===== config.mk =====
export PLATFORM = sky130hd
export DESIGN_NAME = rmq_front
export DESIGN_NICKNAME = d
export VERILOG_FILES = /design/src/rmq_pkg.sv /design/src/rmq_front.sv
export SDC_FILE = /design/constraint.sdc
export NUM_CORES = 1
export LEC_CHECK = 0
export ABC_AREA = 1
export BUFFER_PORTS_ARGS = -buffer_cell sky130_fd_sc_hd__buf_2
export CAP_MARGIN = 40
export CORE_ASPECT_RATIO = 2
export CORE_MARGIN = 1.5
export CORE_UTILIZATION = 50
export DETAILED_ROUTE_END_ITERATION = 16
export HOLD_SLACK_MARGIN = 0.1
export PLACE_DENSITY = 0.73
export REMOVE_ABC_BUFFERS = 1
export SYNTH_ARGS = -nofsm -noshare
export SYNTH_HDL_FRONTEND = slang
export SYNTH_SLANG_ARGS = --single-unit

===== constraint.sdc =====
create_clock -name clk -period 8.6 [get_ports clk]
set_clock_uncertainty 0.1 [all_clocks]
set_input_delay 1.29 -clock clk [delete_from_list [all_inputs] [get_ports clk]]
set_output_delay 1.29 -clock clk [all_outputs]
set_load 0.01 [all_outputs]

===== src/rmq_pkg.sv =====
`default_nettype none
package rmq_pkg;

  // Element width and fixed-point format (Q2.14 at a width of 16).
  localparam int DW   = 16;
  localparam int FRAC = DW - 2;
  // Numerators are sums or differences of two elements.
  localparam int NW   = DW + 1;
  // Radicand and trace width: three elements plus one.
  localparam int SW   = DW + 3;
  // Root width and the width of the radicand shifted up by FRAC.
  localparam int RW   = DW;
  localparam int RADW = 2 * RW;

  // One root bit per square-root stage, one quotient bit per divider stage.
  localparam int SQ_STEPS  = RW;
  localparam int DIV_STEPS = DW;
  // Front register, root stages, divider setup, divider stages, output register.
  localparam int LATENCY   = SQ_STEPS + DIV_STEPS + 3;

  localparam logic signed [SW-1:0] ONE_S   = SW'(2 ** FRAC);
  localparam logic signed [DW-1:0] MAX_FIX = {1'b0, {(DW-1){1'b1}}};
  localparam logic signed [DW-1:0] MIN_FIX = {1'b1, {(DW-1){1'b0}}};

  // Which component takes r/2: an axis index, or the trace branch (w).
  typedef logic [1:0] sel_t;
  localparam sel_t SEL_X     = 2'd0;
  localparam sel_t SEL_Y     = 2'd1;
  localparam sel_t SEL_Z     = 2'd2;
  localparam sel_t SEL_TRACE = 2'd3;

  typedef struct packed {
    logic signed [DW-1:0] m00;
    logic signed [DW-1:0] m01;
    logic signed [DW-1:0] m02;
    logic signed [DW-1:0] m10;
    logic signed [DW-1:0] m11;
    logic signed [DW-1:0] m12;
    logic signed [DW-1:0] m20;
    logic signed [DW-1:0] m21;
    logic signed [DW-1:0] m22;
  } mat_t;

  typedef struct packed {
    logic signed [DW-1:0] quat_x;
    logic signed [DW-1:0] quat_y;
    logic signed [DW-1:0] quat_z;
    logic signed [DW-1:0] quat_w;
  } quat_t;

  // Data that rides alongside the root computation.
  typedef struct packed {
    sel_t                 sel;
    logic                 rz;
    logic signed [NW-1:0] na;
    logic signed [NW-1:0] nb;
    logic signed [NW-1:0] nc;
  } side_t;

  // One divider lane: magnitude long division with sign and overflow flags.
  typedef struct packed {
    logic          neg;
    logic          zero;
    logic          ov;
    logic [DW:0]   rem;
    logic [DW-1:0] lowb;
    logic [DW-1:0] q;
  } lane_t;

  typedef struct packed {
    sel_t          sel;
    logic          rz;
    logic [DW-1:0] half;
    logic [DW:0]   dvs;
    lane_t         la;
    lane_t         lb;
    lane_t         lc;
  } dst_t;

endpackage
`default_nettype wire


===== src/rmq_front.sv =====
`default_nettype none
module rmq_front import rmq_pkg::*; (
  input  logic            clk,
  input  logic            rst_n,
  input  logic            in_valid,
  input  mat_t            mat,
  output logic            valid_r,
  output logic [RADW-1:0] rad_r,
  output side_t           side_r
);

  sel_t                 i_sel;
  logic signed [DW-1:0] dii;
  logic signed [DW-1:0] mii, mjj, mkk, mjk, mkj, mij, mji, mik, mki;
  logic signed [SW-1:0] trace;
  logic signed [SW-1:0] s;
  logic [RADW-1:0]      rad_nxt;
  side_t                side_nxt;

  // Largest diagonal element, ties to the lower index.
  always_comb begin
    i_sel = SEL_X;
    if (mat.m00 < mat.m11) begin
      i_sel = SEL_Y;
    end
    dii = (i_sel == SEL_Y) ? mat.m11 : mat.m00;
    if (dii < mat.m22) begin
      i_sel = SEL_Z;
    end
  end

  // Pick the i, j, k elements for the chosen axis.
  always_comb begin
    unique case (i_sel)
      SEL_Y: begin
        mii = mat.m11; mjj = mat.m22; mkk = mat.m00;
        mjk = mat.m20; mkj = mat.m02;
        mij = mat.m12; mji = mat.m21;
        mik = mat.m10; mki = mat.m01;
      end
      SEL_Z: begin
        mii = mat.m22; mjj = mat.m00; mkk = mat.m11;
        mjk = mat.m01; mkj = mat.m10;
        mij = mat.m20; mji = mat.m02;
        mik = mat.m21; mki = mat.m12;
      end
      default: begin
        mii = mat.m00; mjj = mat.m11; mkk = mat.m22;
        mjk = mat.m12; mkj = mat.m21;
        mij = mat.m01; mji = mat.m10;
        mik = mat.m02; mki = mat.m20;
      end
    endcase
  end

  // Radicand and numerators for both branches.
  always_comb begin
    trace = SW'(mat.m00) + SW'(mat.m11) + SW'(mat.m22);
    if (trace > 0) begin
      s            = trace + ONE_S;
      side_nxt.sel = SEL_TRACE;
      side_nxt.na  = NW'(mat.m12) - NW'(mat.m21);
      side_nxt.nb  = NW'(mat.m20) - NW'(mat.m02);
      side_nxt.nc  = NW'(mat.m01) - NW'(mat.m10);
    end else begin
      s            = SW'(mii) - (SW'(mjj) + SW'(mkk)) + ONE_S;
      side_nxt.sel = i_sel;
      side_nxt.na  = NW'(mjk) - NW'(mkj);
      side_nxt.nb  = NW'(mij) + NW'(mji);
      side_nxt.nc  = NW'(mik) + NW'(mki);
    end
    // A non-positive radicand gives a zero root.
    side_nxt.rz = s[SW-1] || (s == '0);
    rad_nxt     = side_nxt.rz ? '0 : {1'b0, s[DW:0], {FRAC{1'b0}}};
  end

  always_ff @(posedge clk) begin
    if (!rst_n) begin
      valid_r <= 1'b0;
    end else begin
      valid_r <= in_valid;
    end
  end

  always_ff @(posedge clk) begin
    rad_r  <= rad_nxt;
    side_r <= side_nxt;
  end

endmodule
`default_nettype wire


==> out/results.ini <==
[synthesis]
synth_area_sq_mm = 0.01312
ys_top_cells_by_area = ha_1 17%, nand2_1 15%, dfxtp_1 11%, inv_1 7.9%, nor2_1 7.8%
ys_ff_latch = 72
ys_seq_area_share_pct = 10.99
async_flop_share_pct = 0
synth_edf_count = 0
yosysTopAreaCell = ha_1
ys.flop_type = dfxtp_1
synth_cell_type_count = 47
synthTopCellsByCount = 530 x nand2_1, 276 x inv_1, 272 x nor2_1
syn_area_per_cell_sq_um = 6.074
synth_top_area_share_pct = 16.79
syn-instance-count = 2160
yosys_warnings = 0
yosysMostFrequentCell = nand2_1

[placed_design]
place_inst = 2674
place_ws_ns = -0.07619
numPortBuffers = 218
gp_congestion = 1.012
place_hpwl_mm = 40.87
placed_cell_area_sq_mm = 0.01465

[pwr]
leakage_nw = 8.488
p_per_area_mw_per_mm2 = 391.4
ir_worst_vdd_v = 0.0004421
finalPower_mw = 5.886

[clocking]
htree_levels = 3
cts_tree = built
cts_root_buffer = clkbuf_16
numClockSinks = 72
cts_max_path_buffers = 2
cts-buffers-inserted = 9
clkSlewWorstSetupHoldPaths_ns = 0.07
hold_buffers = 0

[sta]
period_share_pct = 94.84
slew_headroom_pct = 42.34
finalMaxSlewViolations = 0
fin_crit_ns = 8.156
setup_viol = 0
finalHoldViolCount = 0
fmax_mhz = 122.6
fin_ws_ns = 0.4440
worst_pin_slew_ns = 0.8559
fin_setup_tns_ns = 0

[setup_path]
worst_path_max_delay_cell = fa_1
critical_path_class = in2reg
arrival_ns = 8.31
crit_top_cell = nand2_1
start_kind = input port
required_ns = 8.76
end_kind = flip-flop
slowest_delay_ns = 0.49
cp_max_fo = 52

[floorplanning]
io_pins = 234
initial_core_util_pct = 50.94
die_y_microns = 232.1
core.rowCount = 83
die_w_microns = 117.5
dieArea_sq_mm = 0.02728
core_area_sq_mm = 0.02575

[route]
vias = 15166
route.detailed.drc = 0
post_drt_wl_per_cell_microns = 18.78
viasPerCell = 5.632
routed_wl_mm = 50.58
drtIter0Drc = 887
drtAntennaViolNets = 0
first_pass_iters = 5

[grt]
grt_pass1_vias = 14904
antenna_found_initial = 1
grt_first_pass_wirelength_mm = 77.20
grt-ovfl-total = 0
grt_max_degree = 71
grt_usage_pct = 36.47

[cells_and_area]
final_cells = 2693
drive_gt1_share_pct = 13.52
areaGrowthSynthToFinish_pct = 14.65
nets = 2710
design_area_sq_mm = 0.01504

[worst_hold_path]
hold_class = in2reg

[status]
status = finished clean

[run]
drv_cap = 0

-- metrics by stage --
| step | utilization [%] | hold WS (ns) |
|---|---|---|
| final | 58.40 | 1.004 |
| after floorplan | - | 1.283 |
| after CTS | 58.12 | 0.9971 |
| after detailed placement | 56.87 | 1.390 |
| after global routing | 58.39 | 1.022 |
| after global placement | 56.77 | 1.381 |
-- cells in the final DEF (no fill, tap or decap), drive strengths merged, types with 10 or more instances in the layout --
cell type / instances
clkbuf: 11
nand4: 103
nor3: 11
inv: 283
conb: 15
ha: 176
o21ai: 116
nor2: 272
a21oi: 124
nand3: 161
dfxtp: 72
a21boi: 10
buf: 265
xor2: 53
xnor2: 34
nand2: 537
fa: 40
-- final timing paths --
kind,depth (start not counted),end,slack [ns],startpoint
min,3,valid_r$_SDFF_PN0_,1.00,in_valid
max,44,rad_r[21]$_SDFF_PP0_,0.44,mat[67]
-- area by class of cell --
class                   instances  area [sq um]
fillers                      2669         10710
flip-flops and latches         72          1441
well taps                     340         425.4
repair buffers                265          1520
inverters                     283          1062
diodes                          1         2.502
clock buffers                  11         242.7
multi-input cells            1716         10270
clock inverters                 5         80.08
-- logic make-up after synthesis --
kind of cell,after synthesis,share of synthesized area (%)
AO/OA/AOI/OAI,296,12.27
XOR/XNOR,87,5.951
multiplexers,4,0.3052
AND/OR/NAND/NOR,1096,35.60
adder cells (fa/ha/maj),216,22.89
flip-flops,72,10.99
buffers and inverters,388,11.96
other,1,0.02858
-- timing repair --
item                                    in CTS  in global routing
resized for setup                            0                 20
setup buffers                                0                  0
endpoints found under the hold margin        0                  0
endpoints found under the setup margin       0                 22
-- flip-flops by register name (all words and copies together), names as in the netlist --
signal   flops
side_r      54
rad_r       17
valid_r      1
-- routing by layer --
| layer | wire (microns) | vias up | share of wire (%) | global-route usage, % |
|---|---|---|---|---|
| li1 | - | 7402 | - | - |
| met3 | 2433 | 238 | 4.8 | 5.526 |
| met4 | 5088 | 0 | 10 | 32.89 |
| met2 | 26260 | 637 | 52 | 69.50 |
| met1 | 16800 | 6889 | 33 | 32.76 |
| met5 | 0 | - | 0 | 0 |
-- where the power goes --
part | switching, mW | internal (mW) | total, mW
Combinational | 3.08 | 1.79 | 4.87
Sequential | 0.0437 | 0.534 | 0.578
Clock | 0.176 | 0.262 | 0.438
-- critical path: cells and delay by family --
kind                     cells  cell delay (ns)
buffers and inverters        5             0.68
adder cells (fa/ha/maj)      6             1.99
AND/OR/NAND/NOR             25             2.94
XOR/XNOR                     1             0.15
AO/OA/AOI/OAI                7             1.20
No activity file was read; power rests on OpenSTA's default activity.
