`config.mk`:
```
export PLATFORM = sky130hd
export DESIGN_NAME = rmq_sqrt
export DESIGN_NICKNAME = d
export VERILOG_FILES = /design/src/rmq_pkg.sv /design/src/rmq_sqrt.sv
export SDC_FILE = /design/constraint.sdc
export NUM_CORES = 1
export LEC_CHECK = 0
export BUFFER_PORTS_ARGS = -buffer_cell sky130_fd_sc_hd__buf_2
export CAP_MARGIN = 20
export CORE_MARGIN = 2
export CORE_UTILIZATION = 45
export CTS_CLUSTER_DIAMETER = 50
export DETAILED_ROUTE_END_ITERATION = 6
export GPL_TIMING_DRIVEN = 0
export PLACE_DENSITY = 0.63
export SLEW_MARGIN = 20
export SYNTH_ARGS = -nofsm -noshare
export SYNTH_HDL_FRONTEND = slang
export SYNTH_SLANG_ARGS = --single-unit
export TNS_END_PERCENT = 30
```
`constraint.sdc`:
```
create_clock -name clk -period 2.7 [get_ports clk]
set_input_delay 0.135 -clock clk [delete_from_list [all_inputs] [get_ports clk]]
set_output_delay 0.135 -clock clk [all_outputs]
set_load 0.05 [all_outputs]
```
`src/rmq_pkg.sv`:
```
`default_nettype none
package rmq_pkg;

  // Element width and fixed-point format (Q2.14 at a width of 16).
  localparam int DW   = 16;
  localparam int FRAC = DW - 2;
  // Numerators are sums or differences of two elements.
  localparam int NW   = DW + 1;
  // Radicand and trace width: three elements plus one.
  localparam int SW   = DW + 3;
  // Root width and the width of the radicand shifted up by FRAC.
  localparam int RW   = DW;
  localparam int RADW = 2 * RW;

  // One root bit per square-root stage, one quotient bit per divider stage.
  localparam int SQ_STEPS  = RW;
  localparam int DIV_STEPS = DW;
  // Front register, root stages, divider setup, divider stages, output register.
  localparam int LATENCY   = SQ_STEPS + DIV_STEPS + 3;

  localparam logic signed [SW-1:0] ONE_S   = SW'(2 ** FRAC);
  localparam logic signed [DW-1:0] MAX_FIX = {1'b0, {(DW-1){1'b1}}};
  localparam logic signed [DW-1:0] MIN_FIX = {1'b1, {(DW-1){1'b0}}};

  // Which component takes r/2: an axis index, or the trace branch (w).
  typedef logic [1:0] sel_t;
  localparam sel_t SEL_X     = 2'd0;
  localparam sel_t SEL_Y     = 2'd1;
  localparam sel_t SEL_Z     = 2'd2;
  localparam sel_t SEL_TRACE = 2'd3;

  typedef struct packed {
    logic signed [DW-1:0] m00;
    logic signed [DW-1:0] m01;
    logic signed [DW-1:0] m02;
    logic signed [DW-1:0] m10;
    logic signed [DW-1:0] m11;
    logic signed [DW-1:0] m12;
    logic signed [DW-1:0] m20;
    logic signed [DW-1:0] m21;
    logic signed [DW-1:0] m22;
  } mat_t;

  typedef struct packed {
    logic signed [DW-1:0] quat_x;
    logic signed [DW-1:0] quat_y;
    logic signed [DW-1:0] quat_z;
    logic signed [DW-1:0] quat_w;
  } quat_t;

  // Data that rides alongside the root computation.
  typedef struct packed {
    sel_t                 sel;
    logic                 rz;
    logic signed [NW-1:0] na;
    logic signed [NW-1:0] nb;
    logic signed [NW-1:0] nc;
  } side_t;

  // One divider lane: magnitude long division with sign and overflow flags.
  typedef struct packed {
    logic          neg;
    logic          zero;
    logic          ov;
    logic [DW:0]   rem;
    logic [DW-1:0] lowb;
    logic [DW-1:0] q;
  } lane_t;

  typedef struct packed {
    sel_t          sel;
    logic          rz;
    logic [DW-1:0] half;
    logic [DW:0]   dvs;
    lane_t         la;
    lane_t         lb;
    lane_t         lc;
  } dst_t;

endpackage
`default_nettype wire

```
`src/rmq_sqrt.sv`:
```
`default_nettype none
module rmq_sqrt import rmq_pkg::*; (
  input  logic            clk,
  input  logic            rst_n,
  input  logic            valid_in,
  input  logic [RADW-1:0] rad_in,
  input  side_t           side_in,
  output logic            valid_out,
  output logic [RW-1:0]   root_out,
  output side_t           side_out
);

  typedef struct packed {
    logic [RW+1:0]   rem;
    logic [RW-1:0]   root;
    logic [RADW-1:0] rad;
    side_t           side;
  } sq_t;

  sq_t            cur     [0:SQ_STEPS-1];
  sq_t            st_nxt  [1:SQ_STEPS];
  sq_t            st_r    [1:SQ_STEPS];
  logic [RW+3:0]  cand    [0:SQ_STEPS-1];
  logic [RW+3:0]  trial   [0:SQ_STEPS-1];
  logic [RW+3:0]  diff    [0:SQ_STEPS-1];
  logic [SQ_STEPS:1] v_r;

  // One root bit per stage: bring down two radicand bits, try 4*root+1.
  always_comb begin
    cur[0].rem  = '0;
    cur[0].root = '0;
    cur[0].rad  = rad_in;
    cur[0].side = side_in;
    for (int e = 1; e < SQ_STEPS; e++) begin
      cur[e] = st_r[e];
    end
    for (int e = 0; e < SQ_STEPS; e++) begin
      cand[e]  = {cur[e].rem, cur[e].rad[RADW-1 -: 2]};
      trial[e] = {2'b00, cur[e].root, 2'b01};
      diff[e]  = cand[e] - trial[e];
      st_nxt[e+1].rad  = cur[e].rad << 2;
      st_nxt[e+1].side = cur[e].side;
      if (cand[e] >= trial[e]) begin
        st_nxt[e+1].rem  = diff[e][RW+1:0];
        st_nxt[e+1].root = {cur[e].root[RW-2:0], 1'b1};
      end else begin
        st_nxt[e+1].rem  = cand[e][RW+1:0];
        st_nxt[e+1].root = {cur[e].root[RW-2:0], 1'b0};
      end
    end
  end

  always_ff @(posedge clk) begin
    if (!rst_n) begin
      v_r <= '0;
    end else begin
      v_r[1] <= valid_in;
      for (int e = 2; e <= SQ_STEPS; e++) begin
        v_r[e] <= v_r[e-1];
      end
    end
  end

  always_ff @(posedge clk) begin
    for (int e = 1; e <= SQ_STEPS; e++) begin
      st_r[e] <= st_nxt[e];
    end
  end

  assign valid_out = v_r[SQ_STEPS];
  assign root_out  = st_r[SQ_STEPS].root;
  assign side_out  = st_r[SQ_STEPS].side;

endmodule
`default_nettype wire

```
==> metrics.txt, run 1 <==
# TYPE chip_impl_metric gauge
chip_impl_info{name="run_status",value="completed"} 1
chip_impl_metric{name="coreArea",unit="sq um"} 88370
chip_impl_metric{name="layout.core_utilization",unit="%"} 55.69
chip_impl_metric{name="hold_viol_final",unit=""} 0
chip_impl_metric{name="grt_overflow",unit=""} 0
chip_impl_metric{name="static-leakage-power",unit="nW"} 22.19
chip_impl_info{name="tritoncts",value="done"} 1
chip_impl_metric{name="detail_route.drc_violations",unit=""} 0
chip_impl_metric{name="setup-tns-final",unit="ps"} 0
chip_impl_metric{name="setup_viol",unit=""} 0
chip_impl_metric{name="detailroute.via_count",unit=""} 20845
chip_impl_metric{name="netlist-cell-type-count",unit=""} 76
chip_impl_metric{name="maxCapViolCount",unit=""} 0
chip_impl_metric{name="postSynthAreaPerCell",unit="sq um"} 13.38
chip_impl_metric{name="clock_latency",unit="ps"} 740
chip_impl_metric{name="ys_async_sr_fraction",unit="%"} 0
chip_impl_metric{name="arrival_time_at_the_worst_endpoint",unit="ps"} 3250
chip_impl_metric{name="rows",unit=""} 109
chip_impl_metric{name="max_buffers_root_to_sink",unit=""} 3
chip_impl_metric{name="layout-area-overhead-vs-synth",unit="%"} 22.67
chip_impl_metric{name="design_power_total",unit="mW"} 51.01
chip_impl_metric{name="grt_pass1_wl",unit="mm"} 92.63
chip_impl_metric{name="synthesis.yosys.warnings",unit=""} 0
chip_impl_metric{name="vias_per_cell",unit=""} 4.388
chip_impl_metric{name="largest_net_degree_at_the_start_of_global_routing",unit=""} 17
chip_impl_metric{name="routed_wirelength",unit="mm"} 55.67
chip_impl_metric{name="gr-usage-all-layers",unit="%"} 12.38
chip_impl_metric{name="worst_clock_skew",unit="ps"} 18.84
chip_impl_metric{name="worst-slew-pin-transition",unit="ps"} 720.7
chip_impl_metric{name="dpl_worst_slack",unit="ps"} -472.0
chip_impl_metric{name="synthesis.nets",unit=""} 3241
chip_impl_metric{name="final_clock_period_utilization_by_the_worst_path",unit="%"} 97.68
chip_impl_metric{name="maxSlewHeadroom",unit="%"} 51.51
chip_impl_metric{name="initial_core_util",unit="%"} 45.40
chip_impl_metric{name="slew_viol_final",unit=""} 0
chip_impl_metric{name="worst_ir_drop_vdd",unit="uV"} 753.1
chip_impl_metric{name="path_max_fanout",unit=""} 10
chip_impl_info{name="timing.critical_path.cells",value="inv_1 -> ha_2 -> a21oi_1 -> o21ai_1 -> or4_1 -> o22a_1 -> a211o_1 -> buf_6 -> mux2_2"} 1
chip_impl_metric{name="cts_inserted_buffers",unit=""} 148
chip_impl_metric{name="hpwlAfterDp",unit="mm"} 35.65
chip_impl_metric{name="detail_route.iter0.violations",unit=""} 810
chip_impl_metric{name="die_area",unit="sq um"} 91560
chip_impl_metric{name="syn-cell-area",unit="sq um"} 40120
chip_impl_metric{name="insertedDiodeCount",unit=""} 0
chip_impl_metric{name="worstPathRequired",unit="ps"} 3310
chip_impl_info{name="worst_path_cell_with_the_longest_stage_delay",value="sky130_fd_sc_hd__or4_1"} 1
chip_impl_metric{name="path_buf_inv",unit=""} 2
chip_impl_info{name="startpoint_type",value="register"} 1
chip_impl_metric{name="fmaxAchievable",unit="MHz"} 379.2
chip_impl_info{name="endpoint_kind",value="register"} 1
chip_impl_metric{name="design_area",unit="sq um"} 49220
chip_impl_metric{name="htreeDepth",unit=""} 4
chip_impl_metric{name="gp_congestion",unit=""} 0.8904
chip_impl_metric{name="number_of_instances_in_the_synthesized_netlist",unit=""} 2999
chip_impl_metric{name="postRouteAntennaNets",unit=""} 0
chip_impl_metric{name="io_pins",unit=""} 160
chip_impl_metric{name="die_y",unit="um"} 302.6
chip_impl_metric{name="detail_route.wl_per_cell",unit="um"} 11.72
chip_impl_metric{name="power_density",unit="nW/um^2"} 1036
chip_impl_metric{name="synth-seq-cells",unit=""} 1506
chip_impl_metric{name="port_buffers",unit=""} 159
chip_impl_info{name="grt_setup_unrepaired",value="true"} 1
chip_impl_metric{name="fin_nets",unit=""} 3711
chip_impl_metric{name="floorplan.die.width",unit="um"} 302.6
chip_impl_metric{name="timing.critical_path.slowest_cell_delay",unit="ps"} 430
chip_impl_metric{name="via_count_of_the_first_global_routing_pass",unit=""} 20630
chip_impl_metric{name="synth-seq-area-share",unit="%"} 75.14
chip_impl_info{name="worstHoldPathType",value="input pin to register"} 1
chip_impl_metric{name="clock_sink_count",unit=""} 1506
chip_impl_info{name="path_class",value="register to register"} 1
chip_impl_metric{name="drtPass1Iterations",unit=""} 5
chip_impl_metric{name="synth_edf_count",unit=""} 0
chip_impl_info{name="clk_root_buffer_cell",value="sky130_fd_sc_hd__clkbuf_16"} 1
chip_impl_info{name="synth_ff_type",value="sky130_fd_sc_hd__dfxtp_1"} 1
chip_impl_metric{name="layout-drive-gt1-share",unit="%"} 14.48
chip_impl_metric{name="placed_cell_area",unit="sq um"} 42380
chip_impl_metric{name="setup_slack",unit="ps"} 62.71
chip_impl_metric{name="grt_antenna_before_repair",unit=""} 0
chip_impl_metric{name="period_needed",unit="ps"} 2637
chip_impl_metric{name="path_clk_slew",unit="ps"} 60
chip_impl_info{name="timing.critical_path.max_delay_family",value="compound AO/OA/AOI/OAI gates"} 1
-- stage by stage --
| stage | std cells | hold slack (ps) |
|---|---|---|
| 3_5_place_dp | 4323 | 238.6 |
| 5_1_grt | 4750 | 13.87 |
| 4_1_cts | 4746 | 0.3034 |
| 6_report | 4750 | 53.41 |
| 3_3_place_gp | 4323 | 236.7 |
| 2_1_floorplan | 2999 | 162.7 |
-- worst paths after layout --
| kind | slack [ps] | endpoint | startpoint | depth (start not counted) |
|---|---|---|---|---|
| setup / recovery | 60 | st_r[0][1404] | st_r[0][1267] | 9 |
| hold / removal | 50 | st_r[0][141] | side_in[23] | 2 |
| setup reg to reg | 60 | st_r[0][1404] | st_r[0][1267] | 9 |
| hold reg to reg | 310 | st_r[0][1106] | st_r[0][988] | 0 |
-- timing repair --
item | CTS | global route
pin swaps | 6 | 7
hold buffers | 154 | 0
endpoints found under the hold margin | 103 | 0
resized for setup | 23 | 42
endpoints found under the setup margin | 91 | 116
setup buffers | 3 | 5
-- layout make-up --
type                    count  area, sq um
clock buffers             191         4106
fillers                  7254        39160
well taps                1165         1458
repair buffers            321         2397
flip-flops and latches   1506        30150
inverters                 184        693.2
plain buffers              24        128.9
multi-input cells        1284         9365
clock inverters            75        919.6
-- Yosys cell counts, types with 21 or more instances --
library cell	count	share of area, %
sky130_fd_sc_hd__a21oi_1	132	1.6
sky130_fd_sc_hd__nor2b_1	23	0.36
sky130_fd_sc_hd__nor3_1	49	0.61
sky130_fd_sc_hd__nand2_1	88	0.82
sky130_fd_sc_hd__a21o_1	48	0.90
sky130_fd_sc_hd__xor2_1	90	2.0
sky130_fd_sc_hd__o21a_1	37	0.69
sky130_fd_sc_hd__dfxtp_1	1506	75
sky130_fd_sc_hd__and2_1	21	0.33
sky130_fd_sc_hd__ha_1	153	4.8
sky130_fd_sc_hd__mux2_2	46	1.3
sky130_fd_sc_hd__nand4_1	22	0.34
sky130_fd_sc_hd__clkbuf_1	22	0.21
sky130_fd_sc_hd__nand2b_1	23	0.36
sky130_fd_sc_hd__inv_1	182	1.7
sky130_fd_sc_hd__nor4_1	28	0.44
sky130_fd_sc_hd__xnor2_1	101	2.2
sky130_fd_sc_hd__nor2_1	142	1.3
sky130_fd_sc_hd__or3_1	23	0.36
sky130_fd_sc_hd__o21ai_0	84	1.0
-- layer usage --
layer,share of wire [%],GRT usage [%]
met5,0,0
met4,4.0,6.920
met3,4.5,3.373
met2,49,21.85
met1,42,13.41
-- state kept, by name, summed over array words and instances, names as in the netlist --
name / flops
st_r: 1490
v_r: 16
-- cell families after synthesis --
kind of cell / synth area share [%]
simple gates: 6.215
compound gates: 6.296
flops: 75.14
other cells: 0.009346
fa+ha+maj: 4.771
buf+inv: 1.980
xor+xnor: 4.169
mux: 1.416
-- placed cells by master (no fill, tap or decap), types with 26 or more instances in the layout --
master	instances
sky130_fd_sc_hd__buf_2	161
sky130_fd_sc_hd__dlygate4sd3_1	154
sky130_fd_sc_hd__nand2_1	87
sky130_fd_sc_hd__o21a_1	37
sky130_fd_sc_hd__nor4_1	26
sky130_fd_sc_hd__nor2_1	141
sky130_fd_sc_hd__clkbuf_16	149
sky130_fd_sc_hd__mux2_2	46
sky130_fd_sc_hd__xor2_1	90
sky130_fd_sc_hd__o21ai_0	79
sky130_fd_sc_hd__xnor2_1	101
sky130_fd_sc_hd__nor3_1	47
sky130_fd_sc_hd__dfxtp_1	1506
sky130_fd_sc_hd__clkinv_2	31
sky130_fd_sc_hd__inv_1	182
sky130_fd_sc_hd__a21oi_1	131
sky130_fd_sc_hd__clkbuf_1	29
sky130_fd_sc_hd__ha_1	149
sky130_fd_sc_hd__a21o_1	48
-- where the power goes --
part	internal, mW	switching, mW	total [mW]
Combinational	2.40	2.55	4.95
Sequential	24.6	1.17	25.7
Clock	12.0	8.34	20.3
Total	38.9	12.1	51.0
Power figures use the tool's default switching activity.
==> inputs of run 2 (changes only) <==
--- a/config.mk
+++ b/config.mk
@@ -13,6 +13,7 @@
 export DETAILED_ROUTE_END_ITERATION = 6
 export GPL_TIMING_DRIVEN = 0
 export PLACE_DENSITY = 0.63
+export RECOVER_POWER = 50
 export SLEW_MARGIN = 20
 export SYNTH_ARGS = -nofsm -noshare
 export SYNTH_HDL_FRONTEND = slang
==> run 2 against run 1 <==
  * Clock power hardly changed
  * Non-clock buffer count stayed put
  * Setup slack hardly changed
  * Final cell count stayed put
  * Critical path depth stayed put
  * Highest routed layer unchanged
  * Cell area hardly changed
  * Die area stayed put
  * Combinational power hardly changed
  * Fmax hardly changed
  * Sequential share of layout area hardly changed
  * Sequential cell count stayed put
==> metrics.txt, run 2 (same netlist as run 1, synthesis figures left out) <==
# TYPE chip_impl_metric gauge
chip_impl_metric{name="worst_r2r_path_depth",unit=""} 9
chip_impl_metric{name="routed_wirelength",unit="mm"} 55.67
chip_impl_metric{name="die_area",unit="sq um"} 91560
chip_impl_info{name="grt_setup_unrepaired",value="true"} 1
chip_impl_metric{name="detailroute.via_count",unit=""} 20849
chip_impl_info{name="path_class",value="register to register"} 1
chip_impl_metric{name="drtPass1Iterations",unit=""} 5
chip_impl_metric{name="path_max_fanout",unit=""} 10
chip_impl_info{name="reg.largest.list",value="st_r x1490, v_r x16"} 1
chip_impl_metric{name="slew_viol_final",unit=""} 0
chip_impl_info{name="timing.hold.worst_endpoint",value="st_r[0][141]"} 1
chip_impl_metric{name="initial_core_util",unit="%"} 45.40
chip_impl_metric{name="worst-slew-pin-transition",unit="ps"} 720.7
chip_impl_metric{name="fin_nets",unit=""} 3711
chip_impl_metric{name="largest_register_ffs",unit=""} 1490
chip_impl_metric{name="detail_route.drc_violations",unit=""} 0
chip_impl_metric{name="static-leakage-power",unit="nW"} 22.16
chip_impl_metric{name="floorplan.die.width",unit="um"} 302.6
chip_impl_metric{name="worstPathRequired",unit="ps"} 3310
chip_impl_metric{name="grt_overflow",unit=""} 0
chip_impl_metric{name="postRouteAntennaNets",unit=""} 0
chip_impl_metric{name="worst_ir_drop_vdd",unit="uV"} 753.1
chip_impl_metric{name="cts_inserted_buffers",unit=""} 148
chip_impl_metric{name="largest_net_degree_at_the_start_of_global_routing",unit=""} 17
chip_impl_info{name="layout_commonest_cell",value="sky130_fd_sc_hd__dfxtp_1"} 1
chip_impl_metric{name="detail_route.wl_per_cell",unit="um"} 11.72
chip_impl_metric{name="placed_cell_area",unit="sq um"} 42380
chip_impl_metric{name="grt_antenna_before_repair",unit=""} 0
chip_impl_metric{name="setup-tns-final",unit="ps"} 0
chip_impl_metric{name="clock_sink_count",unit=""} 1506
chip_impl_metric{name="setup_viol",unit=""} 0
chip_impl_metric{name="power_density",unit="nW/um^2"} 1037
chip_impl_metric{name="gr-usage-all-layers",unit="%"} 12.38
chip_impl_metric{name="final_clock_period_utilization_by_the_worst_path",unit="%"} 97.68
chip_impl_metric{name="path_clk_slew",unit="ps"} 60
chip_impl_metric{name="filler_cells",unit=""} 7256
chip_impl_metric{name="io_pins",unit=""} 160
chip_impl_metric{name="setup.reg_to_reg.worst_slack",unit="ps"} 60
chip_impl_metric{name="insertedDiodeCount",unit=""} 0
chip_impl_info{name="most-common-layout-cells",value="sky130_fd_sc_hd__dfxtp_1, sky130_fd_sc_hd__inv_1, sky130_fd_sc_hd__dlygate4sd3_1"} 1
chip_impl_metric{name="final-seq-area",unit="sq um"} 30150
chip_impl_info{name="tritoncts",value="done"} 1
chip_impl_metric{name="pwr-share-comb",unit="%"} 9.7
chip_impl_metric{name="design_area",unit="sq um"} 49210
chip_impl_info{name="crit-reg2reg-launch",value="st_r[0][1267]"} 1
chip_impl_metric{name="multi_input_area",unit="sq um"} 9365
chip_impl_info{name="clk_root_buffer_cell",value="sky130_fd_sc_hd__clkbuf_16"} 1
chip_impl_info{name="startpoint_type",value="register"} 1
chip_impl_metric{name="maxSlewHeadroom",unit="%"} 51.51
chip_impl_metric{name="seq_power_share",unit="%"} 50.5
chip_impl_metric{name="coreArea",unit="sq um"} 88370
chip_impl_metric{name="fmaxAchievable",unit="MHz"} 379.2
chip_impl_metric{name="hold_depth",unit=""} 2
chip_impl_metric{name="maxCapViolCount",unit=""} 0
chip_impl_metric{name="hpwlAfterDp",unit="mm"} 35.65
chip_impl_metric{name="detail_route.iter0.violations",unit=""} 812
chip_impl_metric{name="clock_power_share",unit="%"} 39.8
chip_impl_metric{name="period_needed",unit="ps"} 2637
chip_impl_metric{name="port_buffers",unit=""} 159
chip_impl_metric{name="die_y",unit="um"} 302.6
chip_impl_metric{name="p_sw",unit="mW"} 12.06
chip_impl_metric{name="layout-area-overhead-vs-synth",unit="%"} 22.64
chip_impl_info{name="hold_path_startpoint",value="side_in[23]"} 1
chip_impl_info{name="most_flop_heavy_register",value="st_r"} 1
chip_impl_metric{name="hold_viol_final",unit=""} 0
chip_impl_info{name="run_status",value="completed"} 1
chip_impl_metric{name="arrival_time_at_the_worst_endpoint",unit="ps"} 3250
chip_impl_metric{name="rows",unit=""} 109
chip_impl_metric{name="grt_pass1_wl",unit="mm"} 92.63
chip_impl_info{name="worstHoldPathType",value="input pin to register"} 1
chip_impl_info{name="endpoint_kind",value="register"} 1
chip_impl_metric{name="p_int",unit="mW"} 38.95
chip_impl_metric{name="htreeDepth",unit=""} 4
chip_impl_metric{name="max_buffers_root_to_sink",unit=""} 3
chip_impl_metric{name="gp_congestion",unit=""} 0.8904
chip_impl_metric{name="worst_clock_skew",unit="ps"} 18.84
chip_impl_metric{name="switching_share",unit="%"} 23.65
chip_impl_metric{name="layout-drive-gt1-share",unit="%"} 14.23
chip_impl_metric{name="via_count_of_the_first_global_routing_pass",unit=""} 20630
chip_impl_metric{name="vias_per_cell",unit=""} 4.389
chip_impl_info{name="reg_to_reg_end",value="st_r[0][1404]"} 1
chip_impl_metric{name="clock_latency",unit="ps"} 740
run 2: cell types whose count changed in the layout (fill, tap and decap cells not counted):
cell                       before  now
sky130_fd_sc_hd__clkbuf_1      29   38
sky130_fd_sc_hd__buf_2        161  152
run 2: worst max path at each step:
stage,startpoint,endpoint,slack (ps),cells past startpoint
after global routing,st_r[0][910],st_r[0][1052],-30,10
after CTS,st_r[0][1173],st_r[0][1289],-40,8
after detailed placement,st_r[0][1618],st_r[0][1762],-470,11
after floorplan,st_r[0][1618],st_r[0][1760],60,11
final,st_r[0][1267],st_r[0][1404],60,9
after global placement,st_r[0][1618],st_r[0][1766],-460,11
run 2: layout make-up:
cell class	count	share of cell area, %
Buffer	24	0.2619
Tap cell	1165	2.962
Multi-Input combinational cell	1284	19.03
Sequential cell	1506	61.27
Clock buffer	191	8.345
Inverter	184	1.409
Clock inverter	75	1.869
Timing Repair Buffer	321	4.849
run 2: power groups by stage:
stage                     sequential, mW  combinational (mW)  clock (mW)
after global routing                26.0                5.58        21.9
after floorplan                     26.1                3.59           0
after global placement              26.2                4.62           0
after detailed placement            26.2                4.66           0
after CTS                           25.7                4.92        21.0
final                               25.7                4.95        20.3
run 2: metal layers:
layer  part of all wire [%]  routed length, um  up-vias  GRT usage [%]
li1                       -                  -    10916              -
met1                     42              23600     9388          13.41
met2                     49              27380      374          21.85
met3                    4.4               2475      171          3.373
met4                    4.0               2220        0          6.920
met5                      0                  0        -              0
run 2: worst max-delay path: stages (launching register included):
cell and delay [ps]:
sky130_fd_sc_hd__dfxtp_1 330, sky130_fd_sc_hd__inv_1 50, sky130_fd_sc_hd__ha_2 320, sky130_fd_sc_hd__a21oi_1 170, sky130_fd_sc_hd__o21ai_1 130, sky130_fd_sc_hd__or4_1 430, sky130_fd_sc_hd__o22a_1 220, sky130_fd_sc_hd__a211o_1 400
sky130_fd_sc_hd__buf_6 180, sky130_fd_sc_hd__mux2_2 280
run 2: stage by stage:
| stage | power, mW | hold slack (ps) | utilization, % | instances | worst slack, ps |
|---|---|---|---|---|---|
| finish | 51.01 | 53.43 | 55.68 | 4750 | 62.66 |
| global route | 53.47 | 13.87 | 55.68 | 4750 | -25.29 |
| CTS | 51.64 | 0.3034 | 55.51 | 4746 | -36.06 |
| detailed placement | 30.88 | 238.6 | 47.95 | 4323 | -472.0 |
| global placement | 30.78 | 236.7 | 47.95 | 4323 | -463.3 |
| floorplan | 29.66 | 162.7 | - | 2999 | 56.00 |
run 2: repair_timing:
| action | CTS | global route |
|---|---|---|
| hold buffers | 154 | 0 |
| resized for setup | 23 | 42 |
| setup buffers | 3 | 5 |
| setup endpoints to repair | 91 | 116 |
| endpoints found under the hold margin | 103 | 0 |
| pin swaps | 6 | 7 |
==> inputs of run 3 (changes only) <==
--- a/config.mk
+++ b/config.mk
@@ -14,6 +14,7 @@
 export GPL_TIMING_DRIVEN = 0
 export PLACE_DENSITY = 0.63
 export RECOVER_POWER = 50
+export REMOVE_ABC_BUFFERS = 1
 export SLEW_MARGIN = 20
 export SYNTH_ARGS = -nofsm -noshare
 export SYNTH_HDL_FRONTEND = slang
==> run 3 against run 2 <==
  * Sequential share of layout area decreased by 0.38 points
  * Cell area increased by 0.62%
  * Hold slack improved by 16 ps
  * Sequential power about the same
  * Global-route usage decreased by 0.20 points
  * Clock skew increased by 7.9 ps
  * Final cell count decreased by 0.21%
  * Critical endpoint unchanged
  * Via count decreased by 0.60%
  * Setup slack improved by 33 ps
  * Wire length decreased by 1.1%
  * Die area unchanged
  * Critical path type unchanged
==> metrics.txt, run 3 (same netlist as run 1, synthesis figures left out) <==
# TYPE chip_impl_metric gauge
chip_impl_info{name="run_status",value="completed"} 1
chip_impl_metric{name="slew_viol_final",unit=""} 0
chip_impl_metric{name="clock_latency",unit="ps"} 730
chip_impl_metric{name="path_clk_slew",unit="ps"} 60
chip_impl_metric{name="maxSlewHeadroom",unit="%"} 49.94
chip_impl_metric{name="design_power_total",unit="mW"} 52.11
chip_impl_metric{name="setup_viol",unit=""} 0
chip_impl_metric{name="path_max_fanout",unit=""} 21
chip_impl_metric{name="layout.core_utilization",unit="%"} 56.02
chip_impl_metric{name="fmaxAchievable",unit="MHz"} 384.0
chip_impl_metric{name="grt_util_met1",unit="%"} 13.53
chip_impl_metric{name="port_buffers",unit=""} 159
chip_impl_metric{name="detail_route.iter0.violations",unit=""} 712
chip_impl_metric{name="period_needed",unit="ps"} 2604
chip_impl_metric{name="grt_pass1_wl",unit="mm"} 91.49
chip_impl_metric{name="io_pins",unit=""} 160
chip_impl_metric{name="grt_overflow",unit=""} 0
chip_impl_metric{name="postRouteAntennaNets",unit=""} 0
chip_impl_metric{name="routed_wirelength",unit="mm"} 55.08
chip_impl_metric{name="worst-slew-pin-transition",unit="ps"} 744.0
chip_impl_info{name="hold_path_startpoint",value="side_in[37]"} 1
chip_impl_metric{name="vias_per_cell",unit=""} 4.372
chip_impl_info{name="clk_root_buffer_cell",value="sky130_fd_sc_hd__clkbuf_16"} 1
chip_impl_info{name="startpoint_type",value="register"} 1
chip_impl_metric{name="insertedDiodeCount",unit=""} 0
chip_impl_metric{name="largest_register_ffs",unit=""} 1490
chip_impl_metric{name="layout-area-overhead-vs-synth",unit="%"} 23.40
chip_impl_info{name="grt_setup_unrepaired",value="true"} 1
chip_impl_metric{name="dpl_worst_slack",unit="ps"} -430.8
chip_impl_info{name="most-common-layout-cells",value="sky130_fd_sc_hd__dfxtp_1, sky130_fd_sc_hd__inv_1, sky130_fd_sc_hd__clkbuf_16, sky130_fd_sc_hd__buf_2, sky130_fd_sc_hd__dlygate4sd3_1"} 1
chip_impl_metric{name="rows",unit=""} 109
chip_impl_info{name="reg.largest.list",value="st_r x1490, v_r x16"} 1
chip_impl_metric{name="via_count_of_the_first_global_routing_pass",unit=""} 20142
chip_impl_info{name="path_class",value="register to register"} 1
chip_impl_metric{name="hold_depth",unit=""} 2
chip_impl_info{name="worstHoldPathType",value="input pin to register"} 1
chip_impl_metric{name="clock_sink_count",unit=""} 1506
chip_impl_metric{name="die_area",unit="sq um"} 91560
chip_impl_metric{name="detail_route.wl_per_cell",unit="um"} 11.62
chip_impl_info{name="layout_commonest_cell",value="sky130_fd_sc_hd__dfxtp_1"} 1
chip_impl_metric{name="timing.critical_path.slowest_cell_delay",unit="ps"} 460
chip_impl_metric{name="cts_inserted_buffers",unit=""} 151
chip_impl_metric{name="htreeDepth",unit=""} 4
chip_impl_metric{name="gr-usage-all-layers",unit="%"} 12.18
chip_impl_metric{name="detail_route.drc_violations",unit=""} 0
chip_impl_info{name="tritoncts",value="done"} 1
chip_impl_info{name="worst_path_cell_with_the_longest_stage_delay",value="sky130_fd_sc_hd__a211o_4"} 1
chip_impl_metric{name="drtPass1Iterations",unit=""} 5
chip_impl_metric{name="worstPathRequired",unit="ps"} 3310
chip_impl_metric{name="detailroute.via_count",unit=""} 20724
chip_impl_info{name="crit-reg2reg-launch",value="st_r[0][1267]"} 1
chip_impl_info{name="timing.critical_path.cells",value="inv_1 -> ha_1 -> a21oi_1 -> o21ai_1 -> or4_1 -> o22a_1 -> a211o_4 -> mux2_2"} 1
chip_impl_metric{name="grt_antenna_before_repair",unit=""} 0
chip_impl_metric{name="filler_cells",unit=""} 7164
chip_impl_metric{name="floorplan.die.width",unit="um"} 302.6
chip_impl_metric{name="max_buffers_root_to_sink",unit=""} 3
chip_impl_metric{name="layout-drive-gt1-share",unit="%"} 14.46
chip_impl_metric{name="setup_slack",unit="ps"} 95.70
chip_impl_metric{name="worst_clock_skew",unit="ps"} 26.79
chip_impl_metric{name="hpwlAfterDp",unit="mm"} 34.38
chip_impl_metric{name="largest_net_degree_at_the_start_of_global_routing",unit=""} 29
chip_impl_metric{name="gp_congestion",unit=""} 0.9098
chip_impl_metric{name="worst_r2r_path_depth",unit=""} 8
chip_impl_metric{name="initial_core_util",unit="%"} 45.40
chip_impl_info{name="gr-max-usage-layer",value="met2"} 1
chip_impl_metric{name="fin_nets",unit=""} 3696
chip_impl_metric{name="grt_util_met2",unit="%"} 21.07
chip_impl_metric{name="power_density",unit="nW/um^2"} 1053
chip_impl_info{name="endpoint_kind",value="register"} 1
chip_impl_metric{name="setup.reg_to_reg.worst_slack",unit="ps"} 100
chip_impl_metric{name="hold_viol_final",unit=""} 0
chip_impl_metric{name="final_clock_period_utilization_by_the_worst_path",unit="%"} 96.46
chip_impl_metric{name="worst_ir_drop_vdd",unit="uV"} 694.7
chip_impl_metric{name="arrival_time_at_the_worst_endpoint",unit="ps"} 3210
chip_impl_info{name="timing.hold.worst_endpoint",value="st_r[0][155]"} 1
chip_impl_metric{name="maxCapViolCount",unit=""} 0
chip_impl_metric{name="grtUsageMet3",unit="%"} 3.494
chip_impl_info{name="most_flop_heavy_register",value="st_r"} 1
chip_impl_metric{name="die_y",unit="um"} 302.6
chip_impl_metric{name="coreArea",unit="sq um"} 88370
chip_impl_info{name="reg_to_reg_end",value="st_r[0][1404]"} 1
chip_impl_metric{name="static-leakage-power",unit="nW"} 22.28
## run 3: final cells by class
| cell class | instances | area [sq um] | area share, % |
|---|---|---|---|
| Inverter | 184 | 696.9 | 1.408 |
| Multi-Input combinational cell | 1284 | 9380 | 18.95 |
| Timing Repair inverter | 1 | 7.507 | 0.01516 |
| Tap cell | 1165 | 1458 | 2.944 |
| Clock buffer | 207 | 4373 | 8.832 |
| Clock inverter | 67 | 997.2 | 2.014 |
| Sequential cell | 1506 | 30150 | 60.89 |
| Timing Repair Buffer | 326 | 2450 | 4.948 |
## run 3: stage by stage
step                instance area [sq um]  TNS [ps]  instances  hold slack (ps)
floorplan                           40020     -3339       2974            162.7
global placement                    42270    -41460       4298            237.4
detailed placement                  42340    -15860       4300            238.6
CTS                                 49380         0       4730           0.9387
global route                        49510    -37.82       4740            8.102
finish                              49510         0       4740            69.07
## run 3: report_power, final
| group | switching, mW | leakage [nW] | internal (mW) | total [mW] |
|---|---|---|---|---|
| combinational | 2.55 | 6.99 | 2.41 | 4.95 |
| clock | 8.32 | 2.62 | 13.1 | 21.4 |
| sequential | 1.15 | 12.7 | 24.6 | 25.7 |
| total | 12.0 | 22.3 | 40.1 | 52.1 |
## run 3: worst max-delay path: cells and delay by family, from the launching register on
kind                       cells  cell delay (ps)
adders and majority gates      1              370
muxes                          1              320
buffers and inverters          1               50
DFF                            1              330
and+or+nand+nor                1              410
AOI/OAI and AO/OA              4             1010
## run 3: what timing repair did
item                                    CTS  global route
endpoints found under the setup margin  101            62
hold endpoints to repair                103             0
gates cloned                              1             1
pin swaps                                 7             5
hold buffers                            152             0
gates resized for setup                  24            17
setup buffers                             3             9
## run 3: how the worst max path moves through the flow
| stage | endpoint | slack, ps | cells after the start | from |
|---|---|---|---|---|
| floorplan | st_r[0][1887] | -390 | 9 | st_r[0][1736] |
| global placement | st_r[0][1887] | -1210 | 9 | st_r[0][1736] |
| detailed placement | st_r[0][1764] | -430 | 10 | st_r[0][1618] |
| CTS | st_r[0][816] | 0.9 | 10 | st_r[0][676] |
| global route | st_r[0][1408] | -40 | 9 | st_r[0][1267] |
| finish | st_r[0][1404] | 100 | 8 | st_r[0][1267] |
## run 3: per-layer routing
layer  wire length (um)  up-vias
li1                   -    10877
met1              23600     9372
met4               2072        0
met2              27070      328
met3               2336      147
met5                  0        -
